--- src/sv/csp_pkg.sv ---
`timescale 1ns / 1ps

package csp_pkg;

  localparam int NAME_COUNT = 20;
  localparam int NAME_MAX_LEN = 7;
  localparam int ROM_DEPTH = 8;
  localparam int POS_W = 4;

  localparam logic [POS_W-1:0] POS_LIMIT = 4'd8;
  localparam logic [POS_W-1:0] LEN_SHORT_HEX = 4'd4;
  localparam logic [POS_W-1:0] LEN_LONG_HEX = 4'd7;
  localparam logic [7:0] CHAR_HASH = 8'h23;
  localparam logic [7:0] ALPHA_OPAQUE = 8'hFF;
  localparam logic [7:0] CASE_OFFSET = 8'd32;

  typedef struct packed {
    logic [POS_W-1:0]      pos;
    logic                  hex;
    logic [23:0]           digits;
    logic                  err;
    logic [NAME_COUNT-1:0] match;
  } state_t;

  typedef struct packed {
    logic        valid;
    logic        ok;
    logic [31:0] rgba;
  } result_t;

  localparam state_t STATE_RESET = '{
    pos:    '0,
    hex:    1'b0,
    digits: '0,
    err:    1'b0,
    match:  {NAME_COUNT{1'b1}}
  };

  localparam logic [7:0] NAME_ROM [NAME_COUNT][ROM_DEPTH] = '{
    '{"a", "q", "u", "a", 8'h00, 8'h00, 8'h00, 8'h00},
    '{"b", "l", "a", "c", "k", 8'h00, 8'h00, 8'h00},
    '{"b", "l", "u", "e", 8'h00, 8'h00, 8'h00, 8'h00},
    '{"c", "y", "a", "n", 8'h00, 8'h00, 8'h00, 8'h00},
    '{"f", "u", "c", "h", "s", "i", "a", 8'h00},
    '{"g", "r", "a", "y", 8'h00, 8'h00, 8'h00, 8'h00},
    '{"g", "r", "e", "e", "n", 8'h00, 8'h00, 8'h00},
    '{"g", "r", "e", "y", 8'h00, 8'h00, 8'h00, 8'h00},
    '{"l", "i", "m", "e", 8'h00, 8'h00, 8'h00, 8'h00},
    '{"m", "a", "g", "e", "n", "t", "a", 8'h00},
    '{"m", "a", "r", "o", "o", "n", 8'h00, 8'h00},
    '{"n", "a", "v", "y", 8'h00, 8'h00, 8'h00, 8'h00},
    '{"o", "l", "i", "v", "e", 8'h00, 8'h00, 8'h00},
    '{"o", "r", "a", "n", "g", "e", 8'h00, 8'h00},
    '{"p", "u", "r", "p", "l", "e", 8'h00, 8'h00},
    '{"r", "e", "d", 8'h00, 8'h00, 8'h00, 8'h00, 8'h00},
    '{"s", "i", "l", "v", "e", "r", 8'h00, 8'h00},
    '{"t", "e", "a", "l", 8'h00, 8'h00, 8'h00, 8'h00},
    '{"w", "h", "i", "t", "e", 8'h00, 8'h00, 8'h00},
    '{"y", "e", "l", "l", "o", "w", 8'h00, 8'h00}
  };

  localparam logic [POS_W-1:0] NAME_LEN [NAME_COUNT] = '{
    4'd4, 4'd5, 4'd4, 4'd4, 4'd7, 4'd4, 4'd5, 4'd4, 4'd4, 4'd7,
    4'd6, 4'd4, 4'd5, 4'd6, 4'd6, 4'd3, 4'd6, 4'd4, 4'd5, 4'd6
  };

  // {blue, green, red}
  localparam logic [23:0] NAME_BGR [NAME_COUNT] = '{
    24'hFFFF00, 24'h000000, 24'hFF0000, 24'hFFFF00, 24'hFF00FF,
    24'h808080, 24'h008000, 24'h808080, 24'h00FF00, 24'hFF00FF,
    24'h000080, 24'h800000, 24'h008080, 24'h00A5FF, 24'h800080,
    24'h0000FF, 24'hC0C0C0, 24'h808000, 24'hFFFFFF, 24'h00FFFF
  };

  function automatic logic [4:0] hex_value(input logic [7:0] c);
    logic [4:0] v;
    v = 5'd16;
    if (c >= "0" && c <= "9") begin
      v = {1'b0, c[3:0]};
    end else if ((c >= "a" && c <= "f") || (c >= "A" && c <= "F")) begin
      v = 5'd9 + {2'b00, c[2:0]};
    end
    return v;
  endfunction

endpackage

--- src/sv/csp_step.sv ---
`timescale 1ns / 1ps

module csp_step (
  input  csp_pkg::state_t  state_i,
  input  logic [7:0]       char_i,
  input  logic             last_i,
  input  logic             empty_i,
  output csp_pkg::state_t  state_o,
  output csp_pkg::result_t result_o
);
  import csp_pkg::*;

  state_t      nxt;
  logic [7:0]  lc;
  logic [4:0]  hv;
  logic        ok;
  logic [23:0] bgr;

  always_comb begin
    lc = (char_i >= "A" && char_i <= "Z") ? char_i + CASE_OFFSET : char_i;
    hv = hex_value(char_i);

    nxt = state_i;
    if (state_i.pos == '0 && char_i == CHAR_HASH) begin
      nxt.hex = 1'b1;
    end else if (state_i.hex) begin
      if (hv[4]) begin
        nxt.err = 1'b1;
      end
      nxt.digits = {state_i.digits[19:0], hv[3:0]};
    end

    for (int i = 0; i < NAME_COUNT; i++) begin
      if (state_i.match[i] && (state_i.pos >= NAME_LEN[i] ||
          lc != NAME_ROM[i][state_i.pos[2:0]])) begin
        nxt.match[i] = 1'b0;
      end
    end

    nxt.pos = (state_i.pos >= POS_LIMIT - 4'd1) ? POS_LIMIT : state_i.pos + 4'd1;

    ok  = 1'b0;
    bgr = '0;
    if (nxt.hex) begin
      if (!nxt.err && nxt.pos == LEN_SHORT_HEX) begin
        ok  = 1'b1;
        bgr = {nxt.digits[3:0], nxt.digits[3:0], nxt.digits[7:4], nxt.digits[7:4],
               nxt.digits[11:8], nxt.digits[11:8]};
      end else if (!nxt.err && nxt.pos == LEN_LONG_HEX) begin
        ok  = 1'b1;
        bgr = {nxt.digits[7:0], nxt.digits[15:8], nxt.digits[23:16]};
      end
    end else begin
      for (int i = NAME_COUNT - 1; i >= 0; i--) begin
        if (nxt.match[i] && nxt.pos == NAME_LEN[i]) begin
          ok  = 1'b1;
          bgr = NAME_BGR[i];
        end
      end
    end

    result_o.valid = empty_i | last_i;
    result_o.ok    = ok & ~empty_i;
    result_o.rgba  = (ok && !empty_i) ? {ALPHA_OPAQUE, bgr} : 32'd0;

    state_o = (empty_i || last_i) ? STATE_RESET : nxt;
  end

endmodule

--- src/sv/color_string_parser_unit.sv ---
`timescale 1ns / 1ps
// Channel  Dir  tdata                 tlast      tuser
// s_axis   in   [7:0] character       last_char  no_char
// m_axis   out  [31:0] rgba           -          parse_ok
//
// One character per cycle is accepted unless a stalled result holds a full
// input register; the result word is registered: the input register takes
// the character that ends the string, then the character step writes the
// result register.
// Reset clears both valid flags and returns the parse state to its start.
// A stalled result holds the result register; the input register still
// drains into the state as long as the result register is free.

module color_string_parser_unit (
  input  logic        clk_i,
  input  logic        rst_ni,
  input  logic        s_axis_tvalid_i,
  output logic        s_axis_tready_o,
  input  logic [7:0]  s_axis_tdata_i,   // [7:0] character
  input  logic        s_axis_tlast_i,
  input  logic        s_axis_tuser_i,   // [0] no_char
  output logic        m_axis_tvalid_o,
  input  logic        m_axis_tready_i,
  output logic [31:0] m_axis_tdata_o,   // [31:0] rgba
  output logic        m_axis_tuser_o    // [0] parse_ok
);
  import csp_pkg::*;

  logic        in_valid_q;
  logic [7:0]  in_char_q;
  logic        in_last_q;
  logic        in_empty_q;
  state_t      state_q, state_d;
  result_t     res;
  logic        out_valid_q;
  logic [31:0] out_rgba_q;
  logic        out_ok_q;
  logic        out_free;
  logic        advance;

  assign out_free        = ~out_valid_q | m_axis_tready_i;
  assign advance         = in_valid_q & out_free;
  assign s_axis_tready_o = ~in_valid_q | out_free;

  csp_step u_step (
    .state_i  (state_q),
    .char_i   (in_char_q),
    .last_i   (in_last_q),
    .empty_i  (in_empty_q),
    .state_o  (state_d),
    .result_o (res)
  );

  always_ff @(posedge clk_i or negedge rst_ni) begin
    if (!rst_ni) begin
      in_valid_q  <= 1'b0;
      out_valid_q <= 1'b0;
      state_q     <= STATE_RESET;
    end else begin
      if (s_axis_tready_o) begin
        in_valid_q <= s_axis_tvalid_i;
      end
      if (advance) begin
        state_q <= state_d;
      end
      if (out_free) begin
        out_valid_q <= advance & res.valid;
      end
    end
  end

  always_ff @(posedge clk_i) begin
    if (s_axis_tready_o && s_axis_tvalid_i) begin
      in_char_q  <= s_axis_tdata_i;
      in_last_q  <= s_axis_tlast_i;
      in_empty_q <= s_axis_tuser_i;
    end
    if (advance && res.valid) begin
      out_rgba_q <= res.rgba;
      out_ok_q   <= res.ok;
    end
  end

  assign m_axis_tvalid_o = out_valid_q;
  assign m_axis_tdata_o  = out_rgba_q;
  assign m_axis_tuser_o  = out_ok_q;

endmodule

--- config.mk ---
export PLATFORM = sky130hd
export DESIGN_NAME = color_string_parser_unit
export DESIGN_NICKNAME = d
export VERILOG_FILES = /design/src/sv/csp_pkg.sv /design/src/sv/csp_step.sv /design/src/sv/color_string_parser_unit.sv
export SDC_FILE = /design/constraint.sdc
export NUM_CORES = 1
export LEC_CHECK = 0
export BUFFER_PORTS_ARGS = -buffer_cell sky130_fd_sc_hd__buf_2
export CAP_MARGIN = 20
export CORE_MARGIN = 2
export CORE_UTILIZATION = 50
export DETAILED_ROUTE_END_ITERATION = 8
export PLACE_DENSITY = 0.79
export SLEW_MARGIN = 20
export SYNTH_ARGS = -nofsm -noshare
export SYNTH_HDL_FRONTEND = slang
export SYNTH_SLANG_ARGS = --single-unit
--- constraint.sdc ---
create_clock -name clk_i -period 4.7 [get_ports clk_i]
set_clock_uncertainty 0.2 [all_clocks]
set_input_delay 0.47 -clock clk_i [delete_from_list [all_inputs] [get_ports clk_i]]
set_output_delay 0.47 -clock clk_i [all_outputs]
set_load 0.03 [all_outputs]
======== Word level (Yosys, flattened, before mapping) ========
Memories as Yosys holds them, arrays and structs flattened.
Index checks and enable logic that the tools add are counted.
operators by class
  add/subtract/negate cells ............... 3
  magnitude comparators ................... 13
  equal/unequal tests ..................... 26
  mux-type cells .......................... 116
  bitwise logic cells ..................... 10
  reductions and logical operators ........ 75
operators with widths
  operator                                                               number
  24-bit two-way mux                                                     22
  8-bit two-way mux                                                      41
  8-bit inequality test                                                  20
  1-bit logical AND                                                      50
  25-bit two-way mux                                                     2
  50-bit two-way mux                                                     1
  1-bit two-way mux                                                      45
  32-bit two-way mux                                                     1
  8-bit by 7-bit <= comparator with 1-bit output, second input constant  3
  1-bit logical OR                                                       22
  4-bit by 3-bit == test with 1-bit output, second input constant        4
  4-bit by 3-bit >= comparator with 1-bit output, second input constant  4
  8-bit by 7-bit >= comparator with 1-bit output, second input constant  2
  16-bit two-way mux                                                     1
  5-bit two-way mux                                                      2
  8-bit by 6-bit adder with 8-bit output, second input constant          1
  8-bit by 6-bit == test with 1-bit output, second input constant        1
  8-bit by 6-bit >= comparator with 1-bit output, second input constant  1
  8-bit by 6-bit <= comparator with 1-bit output, second input constant  1
  4-bit by 3-bit adder with 5-bit output, first input constant           1
  4-bit by 1-bit adder with 4-bit output, second input constant          1
  4-bit by 2-bit == test with 1-bit output, second input constant        1
  4-bit by 2-bit >= comparator with 1-bit output, second input constant  1
  4-bit >= comparator, second input constant                             1
  other kinds (7)                                                        14
word-level totals
  register bits ........................... 95
  bits in read-only memories .............. 1280
  word-level logic and storage cells ...... 276
  memories ................................ 20
memories
  name             depth  width  rd ports  clocked after memory_dff  write ports  line            source
  (no name shown)  8      8      1         0                         0            csp_step.sv:35  lc != NAME_ROM[i][state_i.pos[2:0]])) begin
  (no name shown)  8      8      1         0                         0            csp_step.sv:35
  (no name shown)  8      8      1         0                         0            csp_step.sv:35
  (no name shown)  8      8      1         0                         0            csp_step.sv:35
  (no name shown)  8      8      1         0                         0            csp_step.sv:35
  (no name shown)  8      8      1         0                         0            csp_step.sv:35
  +14 memories     --     --     --        --                        --           --

======== Longest topological paths before layout ========
Gate-level depths: netlist of run 1.
  word-level depth ........................ 32
  mapped depth ............................ 16
  mapped depth without buffers ............ 12

======== By module ========
From an unflattened synthesis of run 1, not the netlist that was laid out.
unflattened totals
  cell total of the unflattened synthesis .. 818
  area total of the unflattened synthesis .. 7840.0 um2
modules (own cells, without submodules)
  module                    times used  cells each  area each (um2)  sequential area each (um2)
  csp_step                  1           659         4356.7           0.0
  color_string_parser_unit  1           159         3483.3           2617.5

======== Least setup slack after synthesis of run 1 ========
OpenSTA, ideal clock, no wires.
  kind .................................... reg-to-reg
  start ................................... reg state_q[48] (netlist name)
  end ..................................... reg out_rgba_q[21] (netlist: m_axis_tdata_o[21]), data pin
  setup time .............................. 150 ps
  data arrival time ....................... 3681 ps
  setup slack ............................. 669 ps
  stages on the path, launching flop included .. 14
  path through ............................ dfrtp_1 > clkbuf_1 > inv_1 > clkbuf_1 > ha_1 > nand2_1 > nor4_1 > o2111ai_1 > o22ai_1 > a2111oi_0 > and2_1 > a221o_1 > buf_6 > nor3_2
between the ends
  word-level cells in the longest chain between the ends .. 31
ends and longest elaborated chain
  what                                                  line                            source
  from (decl)                                           color_string_parser_unit.sv:33  state_t state_q, state_d;
  from (signal assigned)                                color_string_parser_unit.sv:64  state_q <= state_d;
  3-bit NOT with 4-bit output (not written as such)     csp_step.sv:35
  memory 8 x 8 bit                                      --
  8-bit two-way mux (not written as such) (2 in a row)  csp_step.sv:35
  8-bit inequality test                                 csp_step.sv:35
  1-bit logical OR                                      csp_step.sv:34                  if (state_i.match[i] && (state_i.pos >= NAME_LEN[i] ||
  1-bit logical AND                                     csp_step.sv:34
  1-bit two-way mux                                     csp_step.sv:34
  1-bit logical AND                                     csp_step.sv:55                  if (nxt.match[i] && nxt.pos == NAME_LEN[i]) begin
  1-bit two-way mux (20 in a row)                       csp_step.sv:55
  1-bit two-way mux                                     csp_step.sv:44                  if (nxt.hex) begin
  1-bit logical AND                                     csp_step.sv:64                  result_o.rgba = (ok && !empty_i) ? {ALPHA_OPAQUE, bgr} : 32'd0;
  to (signal assigned)                                  color_string_parser_unit.sv:79  out_rgba_q <= res.rgba;
  to (decl)                                             color_string_parser_unit.sv:36  logic [31:0] out_rgba_q;
Several ways; a longest one is shown, not always the timed one. The select of a mux whose other input is x is not followed.
A chain may end at the register's enable or synchronous reset.

======== Final worst setup path of run 1 ========
  start ................................... reg state_q[46] (netlist name)
  end ..................................... reg out_rgba_q[20] (netlist: m_axis_tdata_o[20]), data pin
Same word-level chain as after synthesis.

==> results of run 1 <==
[Yosys cell counts (7+ instances only)]
master / instances / area, um^2
nand2_1: 83 / 312
nor2_1: 76 / 285
o21ai_0: 69 / 345
a21oi_1: 51 / 255
clkbuf_1: 42 / 158
edfxtp_1: 35 / 1050
dfrtp_1: 32 / 801
a22o_1: 26 / 228
xnor2_1: 26 / 228
nor3_1: 21 / 105
dfstp_2: 20 / 526
ha_1: 20 / 250
inv_1: 19 / 71.3
nand3_1: 18 / 90.1
nand4_1: 17 / 106
nand2b_1: 15 / 93.8
xor2_1: 14 / 123
a31oi_1: 12 / 75.1
o2bb2ai_1: 11 / 96.3
or3_1: 10 / 62.6
and3_1: 9 / 56.3
buf_1: 9 / 33.8
nor4_1: 9 / 56.3
and2_1: 8 / 50.1
buf_4: 8 / 60.1
mux2i_1: 8 / 80.1
a211oi_1: 7 / 52.6
a22oi_1: 7 / 52.6
nor2b_1: 7 / 43.8
o211ai_1: 7 / 52.6
[critical path: cells and delay by family (launching register included)]
kind / cells / cell delay (ns)
flops: 1 / 0.41
buf+inv: 4 / 1.09
compound gates: 4 / 0.93
simple gates: 4 / 1.43
fa+ha+maj: 1 / 0.23
[cells by family after synthesis]
logic type	count (synthesis)	synth area share, %
adders and majority gates	20	3.59
buffers and inverters	89	5.45
muxes	9	1.31
xor gates and xnor gates	40	5.03
and+or+nand+nor	309	22.4
DFF	87	34.1
AOI/OAI and AO/OA	281	28.0
[worst paths after layout]
check                                                    to  slack, ns  cells after the start
min in group clk_i                   in_char_q[3]$_DFFE_PP_       0.08                      1
setup reg to reg           m_axis_tdata_o[20]$_SDFFCE_PN0P_       0.25                     13
setup / recovery           m_axis_tdata_o[20]$_SDFFCE_PN0P_       0.25                     13
hold / removal                      state_q[47]$_DFFE_PN0P_       0.04                      2
max in group asynchronous           state_q[24]$_DFFE_PN0P_       3.80                      2
hold reg to reg                      state_q[7]$_DFFE_PN1P_       0.28                      2
[routing by layer]
metal	GRT usage [%]	share of wire, %	routed length (um)
met5	0	0	0
met4	15.7	4.7	1050
met3	4.87	11	2500
met2	43.3	42	9310
met1	45.1	42	9390
[registers in the layout, indices dropped and copies added, names as in the netlist]
register,cells
m_axis_tvalid_o,1
in_char_q,8
m_axis_tdata_o,25
in_last_q,1
in_valid_q,1
state_q,50
in_empty_q,1
[area by class of cell]
cell class | instances | area, um^2 | share of cell area, %
multi-input cells | 659 | 4210 | 54.6
well taps | 180 | 225 | 2.92
clock buffers | 11 | 264 | 3.42
clock inverters | 5 | 41.3 | 0.536
flip-flops and latches | 87 | 2380 | 30.8
inverters | 23 | 86.3 | 1.12
repair buffers | 83 | 503 | 6.52
[what timing repair did]
item / CTS / global route
setup endpoints to repair: 0 / 17
hold endpoints to repair: 0 / 0
gates resized for setup: 0 / 1
hold buffers: 0 / 0
[metrics by stage]
step | instances | hold slack [ns] | utilization (%)
5_1_grt | 1048 | 0.0863 | 56.2
3_5_place_dp | 1032 | 0.264 | 53.9
6_report | 1048 | 0.0423 | 56.2
4_1_cts | 1048 | 0.0574 | 56.1
3_3_place_gp | 1032 | 0.258 | 53.9
2_1_floorplan | 835 | -0.0256 | -
[power breakdown]
group          switching (mW)  total, mW  leakage, nW  internal, mW
clock network           0.334      0.748        0.154         0.414
registers              0.0324      0.902        0.996         0.870
logic                   0.412      0.615         1.77         0.204
==> flow_metrics.tcl, run 1 <==
set metrics [dict create \
    outcome "complete, no violations" \
    cts_sinks 87 \
    synthesis.area_um2 6960 \
    cts_root_buf "clkbuf_16" \
    synth_seq_cells 87 \
    first_pass_iters 7 \
    drive_gt1_share_pct 16.2 \
    hpwl_um 15900 \
    fin_ws_ns 0.247 \
    worst_pin_slew_ns 0.985 \
    rows 43 \
    period_minus_slack_ns 4.45 \
    ys.flop_type "edfxtp_1" \
    hold_violations 0 \
    crit_arrival_ns 4.45 \
    numCtsBuffers 9 \
    leakagePower_nw 2.92 \
    max_freq_ghz 0.225 \
    period_share_pct 94.7 \
    drc 0 \
    slowest_delay_ns 0.80 \
    cp_slowest_cell "nor4_1" \
    peakVddDrop_uv 187 \
    ant_nets 0 \
    fin_nets 897 \
    synth.distinct_cells 86 \
    min-delay-path-class "in2async" \
    end_kind "register" \
    gr-usage-all-layers_pct 30.7 \
    htreeDepth 3 \
    grt_setup_unrepaired "false" \
    num_io_pins 49 \
    synth_area_per_cell_um2 8.34 \
    synth_edf_count 35 \
    cp-start-kind "register" \
    diodes 0 \
    yosys_warnings 0 \
    rr_startpoint "state_q[46]$_DFFE_PN0P_" \
    finalWeightedCongestion 1.01 \
    drt_iter0_markers 1065 \
    layout_common_cells "nand2_1 (83), nor2_1 (76), o21ai_0 (69)" \
    synth_nets 869 \
    cts_setup_buffers 0 \
    drv_slew 0 \
    grt_start_max_net_pins 53 \
    netlist_instances 835 \
    clockBufferDepth 2 \
    worstSetupPathType "reg2reg" \
    core_area_um2 13700 \
    initial_utilization_pct 50.7 \
    cts_tree "done" \
    cts.clk_slew.worst_paths_ns 0.07 \
    max_cap_violations 0 \
    dp_slack_ns 0.458 \
    drt_wl_total_um 22300 \
    grt_antenna_before_repair 0 \
    max_slew_margin_pct 33.8 \
    vias_per_cell 6.75 \
    die_h_um 122 \
    die_w_um 122 \
    vias 7070 \
    setup_viol 0 \
    syn_to_final_growth_pct 10.7 \
    insertion_delay_ns 0.36 \
    async_flop_share_pct 59.8 \
    fin_setup_tns_ns 0 \
    fin_area_um2 7710 \
    grt-ovfl-total 0 \
    crit_start "state_q[46]$_DFFE_PN0P_" \
    total_power_mw 2.27 \
    grt_pass1_vias 6258 \
    crit_fanout 28 \
    wl_per_cell_um 21.2 \
    mostFrequentLayoutCell "nand2_1" \
    num-fill-cells 1265 \
    die_area_um2 14900 \
    worstPathCellList "inv_1, ha_1, buf_4, inv_1, a22oi_1, a31oi_1, nor4_1, nand4_1, nand2_1, nor4_1, a221o_1, buf_4, a211oi_2" \
    grt_pass1_wl_um 35100 \
    numPortBuffers 48 \
    cp.required_ns 4.70 \
    ys_seq_area_share_pct 34.1 \
    dpl_cell_area_um2 7400 \
    power_density_nw_per_um2 294 \
]
(Power assumes the default switching activity.)
==> run 2, diff against run 1 <==
--- a/config.mk
+++ b/config.mk
@@ -7,7 +7,7 @@
 export LEC_CHECK = 0
 export BUFFER_PORTS_ARGS = -buffer_cell sky130_fd_sc_hd__buf_2
 export CAP_MARGIN = 20
-export CORE_MARGIN = 2
+export CORE_MARGIN = 4
 export CORE_UTILIZATION = 50
 export DETAILED_ROUTE_END_ITERATION = 8
 export PLACE_DENSITY = 0.79
==> constraint.sdc (replaced) <==
create_clock -name clk_i -period 4.7 [get_ports clk_i]
set_clock_uncertainty 0.2 [all_clocks]
set_input_delay 0.705 -clock clk_i [delete_from_list [all_inputs] [get_ports clk_i]]
set_output_delay 0.705 -clock clk_i [all_outputs]
set_load 0.03 [all_outputs]
==> run 2 against run 1 <==
Hold slack improved by 0.11 ns. Via count decreased by 0.55%. Flip-flop and latch count unchanged. Non-clock buffer count increased by 9. Global-route usage decreased by 2.6 points. Sequential share of layout area decreased by 0.17 points. Final cell count increased by 0.48%. Critical endpoint is now m_axis_tdata_o[9]$_SDFFCE_PN0P_. Largest power group unchanged.
==> flow_metrics.tcl, run 2 (synthesis results as in run 1) <==
set metrics [dict create \
    num_io_pins 49 \
    top_usage_layer "met1" \
    grt_antenna_before_repair 0 \
    hold_ws_ns 0.155 \
    worstPathCellList "buf_4, nand4_1, nor2_1, o311ai_1, o2111ai_1, o22ai_1, a2111oi_1, buf_4, and2_1, a221o_1, buf_4, inv_2, o21a_1" \
    num-fill-cells 1261 \
    cts_sinks 87 \
    grt_pass1_vias 6302 \
    finalWeightedCongestion 0.993 \
    leakagePower_nw 2.97 \
    ant_nets 0 \
    grt_util_met3_pct 4.74 \
    numPortBuffers 48 \
    worstSetupPathType "reg2reg" \
    peakVddDrop_uv 216 \
    period_minus_slack_ns 4.37 \
    crit_fanout 32 \
    met2_usage_pct 40.1 \
    grtUsageMet1_pct 41.8 \
    diodes 0 \
    layout_common_cells "nand2_1 (83), nor2_1 (76), o21ai_0 (69)" \
    min-delay-path-class "in2async" \
    gr-usage-all-layers_pct 28.1 \
    power_density_nw_per_um2 289 \
    syn_to_final_growth_pct 11.4 \
    max_slew_margin_pct 36.6 \
    outcome "complete, no violations" \
    crit_arrival_ns 4.28 \
    dp_cells 1037 \
    cpMostUsedCell "buf_4" \
    numCtsBuffers 9 \
    grt_start_max_net_pins 33 \
    worst_pin_slew_ns 0.944 \
    drc 0 \
    dpl_cell_area_um2 7460 \
    mostFrequentLayoutCell "nand2_1" \
    hold_violations 0 \
    multi_input_area_um2 4210 \
    max_freq_ghz 0.229 \
    end_kind "register" \
    fin_nets 906 \
    rows 42 \
    fin_setup_tns_ns 0 \
    fin_area_um2 7750 \
    first_pass_iters 6 \
    cp_slowest_cell "a2111oi_1" \
    period_share_pct 93.1 \
    die_area_um2 15900 \
    largest_reg_flops 50 \
    grt-ovfl-total 0 \
    fin_ws_ns 0.326 \
    cts_tree "done" \
    clockBufferDepth 2 \
    insertion_delay_ns 0.35 \
    initial_utilization_pct 51.7 \
    drt_wl_total_um 22400 \
    fin_cells 1053 \
    core_area_um2 13500 \
    die_h_um 126 \
    hpwl_um 16000 \
    max_cap_violations 0 \
    drive_gt1_share_pct 17.0 \
    vias 7031 \
    drv_slew 0 \
    cts_root_buf "clkbuf_16" \
    dp_slack_ns 0.434 \
    cts.clk_slew.worst_paths_ns 0.07 \
    setup_viol 0 \
    cts_setup_buffers 0 \
    grt_pass1_wl_um 35700 \
    wl_per_cell_um 21.3 \
    slowest_delay_ns 0.57 \
    die_w_um 126 \
    seq_area_um2 2380 \
    largest-register "state_q" \
    cp.required_ns 4.61 \
    htreeDepth 3 \
    cp-start-kind "register" \
    vias_per_cell 6.68 \
    grt_setup_unrepaired "false" \
    drt_iter0_markers 1012 \
]
run 2: routing by layer:
layer  share of wire (%)  wire length, um  up-vias
met2                  43             9660      489
met5                   0                0        -
li1                    -                -     3187
met1                  42             9510     3288
met3                  11             2430       67
met4                 3.6              812        0
run 2: area by class of cell:
| cell class | instances | area share, % |
|---|---|---|
| Clock buffer | 11 | 3.29 |
| Clock inverter | 5 | 0.468 |
| Inverter | 23 | 1.11 |
| Multi-Input combinational cell | 659 | 54.3 |
| Sequential cell | 87 | 30.7 |
| Tap cell | 176 | 2.84 |
| Timing Repair Buffer | 92 | 7.36 |
run 2: metrics by stage:
step / utilization, % / total power, mW
after detailed placement: 55.5 / 1.52
after global placement: 55.5 / 1.52
final: 57.6 / 2.24
after global routing: 57.6 / 2.33
after floorplan: - / 1.34
after CTS: 57.6 / 2.23
run 2: repair_timing:
| action | CTS | global route |
|---|---|---|
| setup endpoints to repair | 0 | 3 |
| hold buffers | 0 | 0 |
| resized for setup | 0 | 1 |
run 2: final timing paths:
check,start,endpoint,slack (ns),cells past startpoint
max,in_char_q[1]$_DFFE_PP_,m_axis_tdata_o[9]$_SDFFCE_PN0P_,0.33,13
min reg2reg,state_q[5]$_DFFE_PN1P_,state_q[5]$_DFFE_PN1P_,0.28,2
max in group asynchronous,rst_ni,state_q[17]$_DFFE_PN1P_,3.29,2
min,rst_ni,state_q[48]$_DFFE_PN0P_,0.16,1
min in group clk_i,state_q[5]$_DFFE_PN1P_,state_q[5]$_DFFE_PN1P_,0.28,2
max reg2reg,in_char_q[1]$_DFFE_PP_,m_axis_tdata_o[9]$_SDFFCE_PN0P_,0.33,13
run 2: power breakdown:
group	switching [mW]	internal, mW
sequential	0.0325	0.869
combinational	0.417	0.208
clock	0.321	0.396
total	0.770	1.47
run 2: critical path, delay by kind of cell, from the launching register on:
kind                   cells  cell delay, ns
AO/OA/AOI/OAI              6            1.87
buffers and inverters      4            0.92
flip-flops                 1            0.35
AND/OR/NAND/NOR            3            0.80
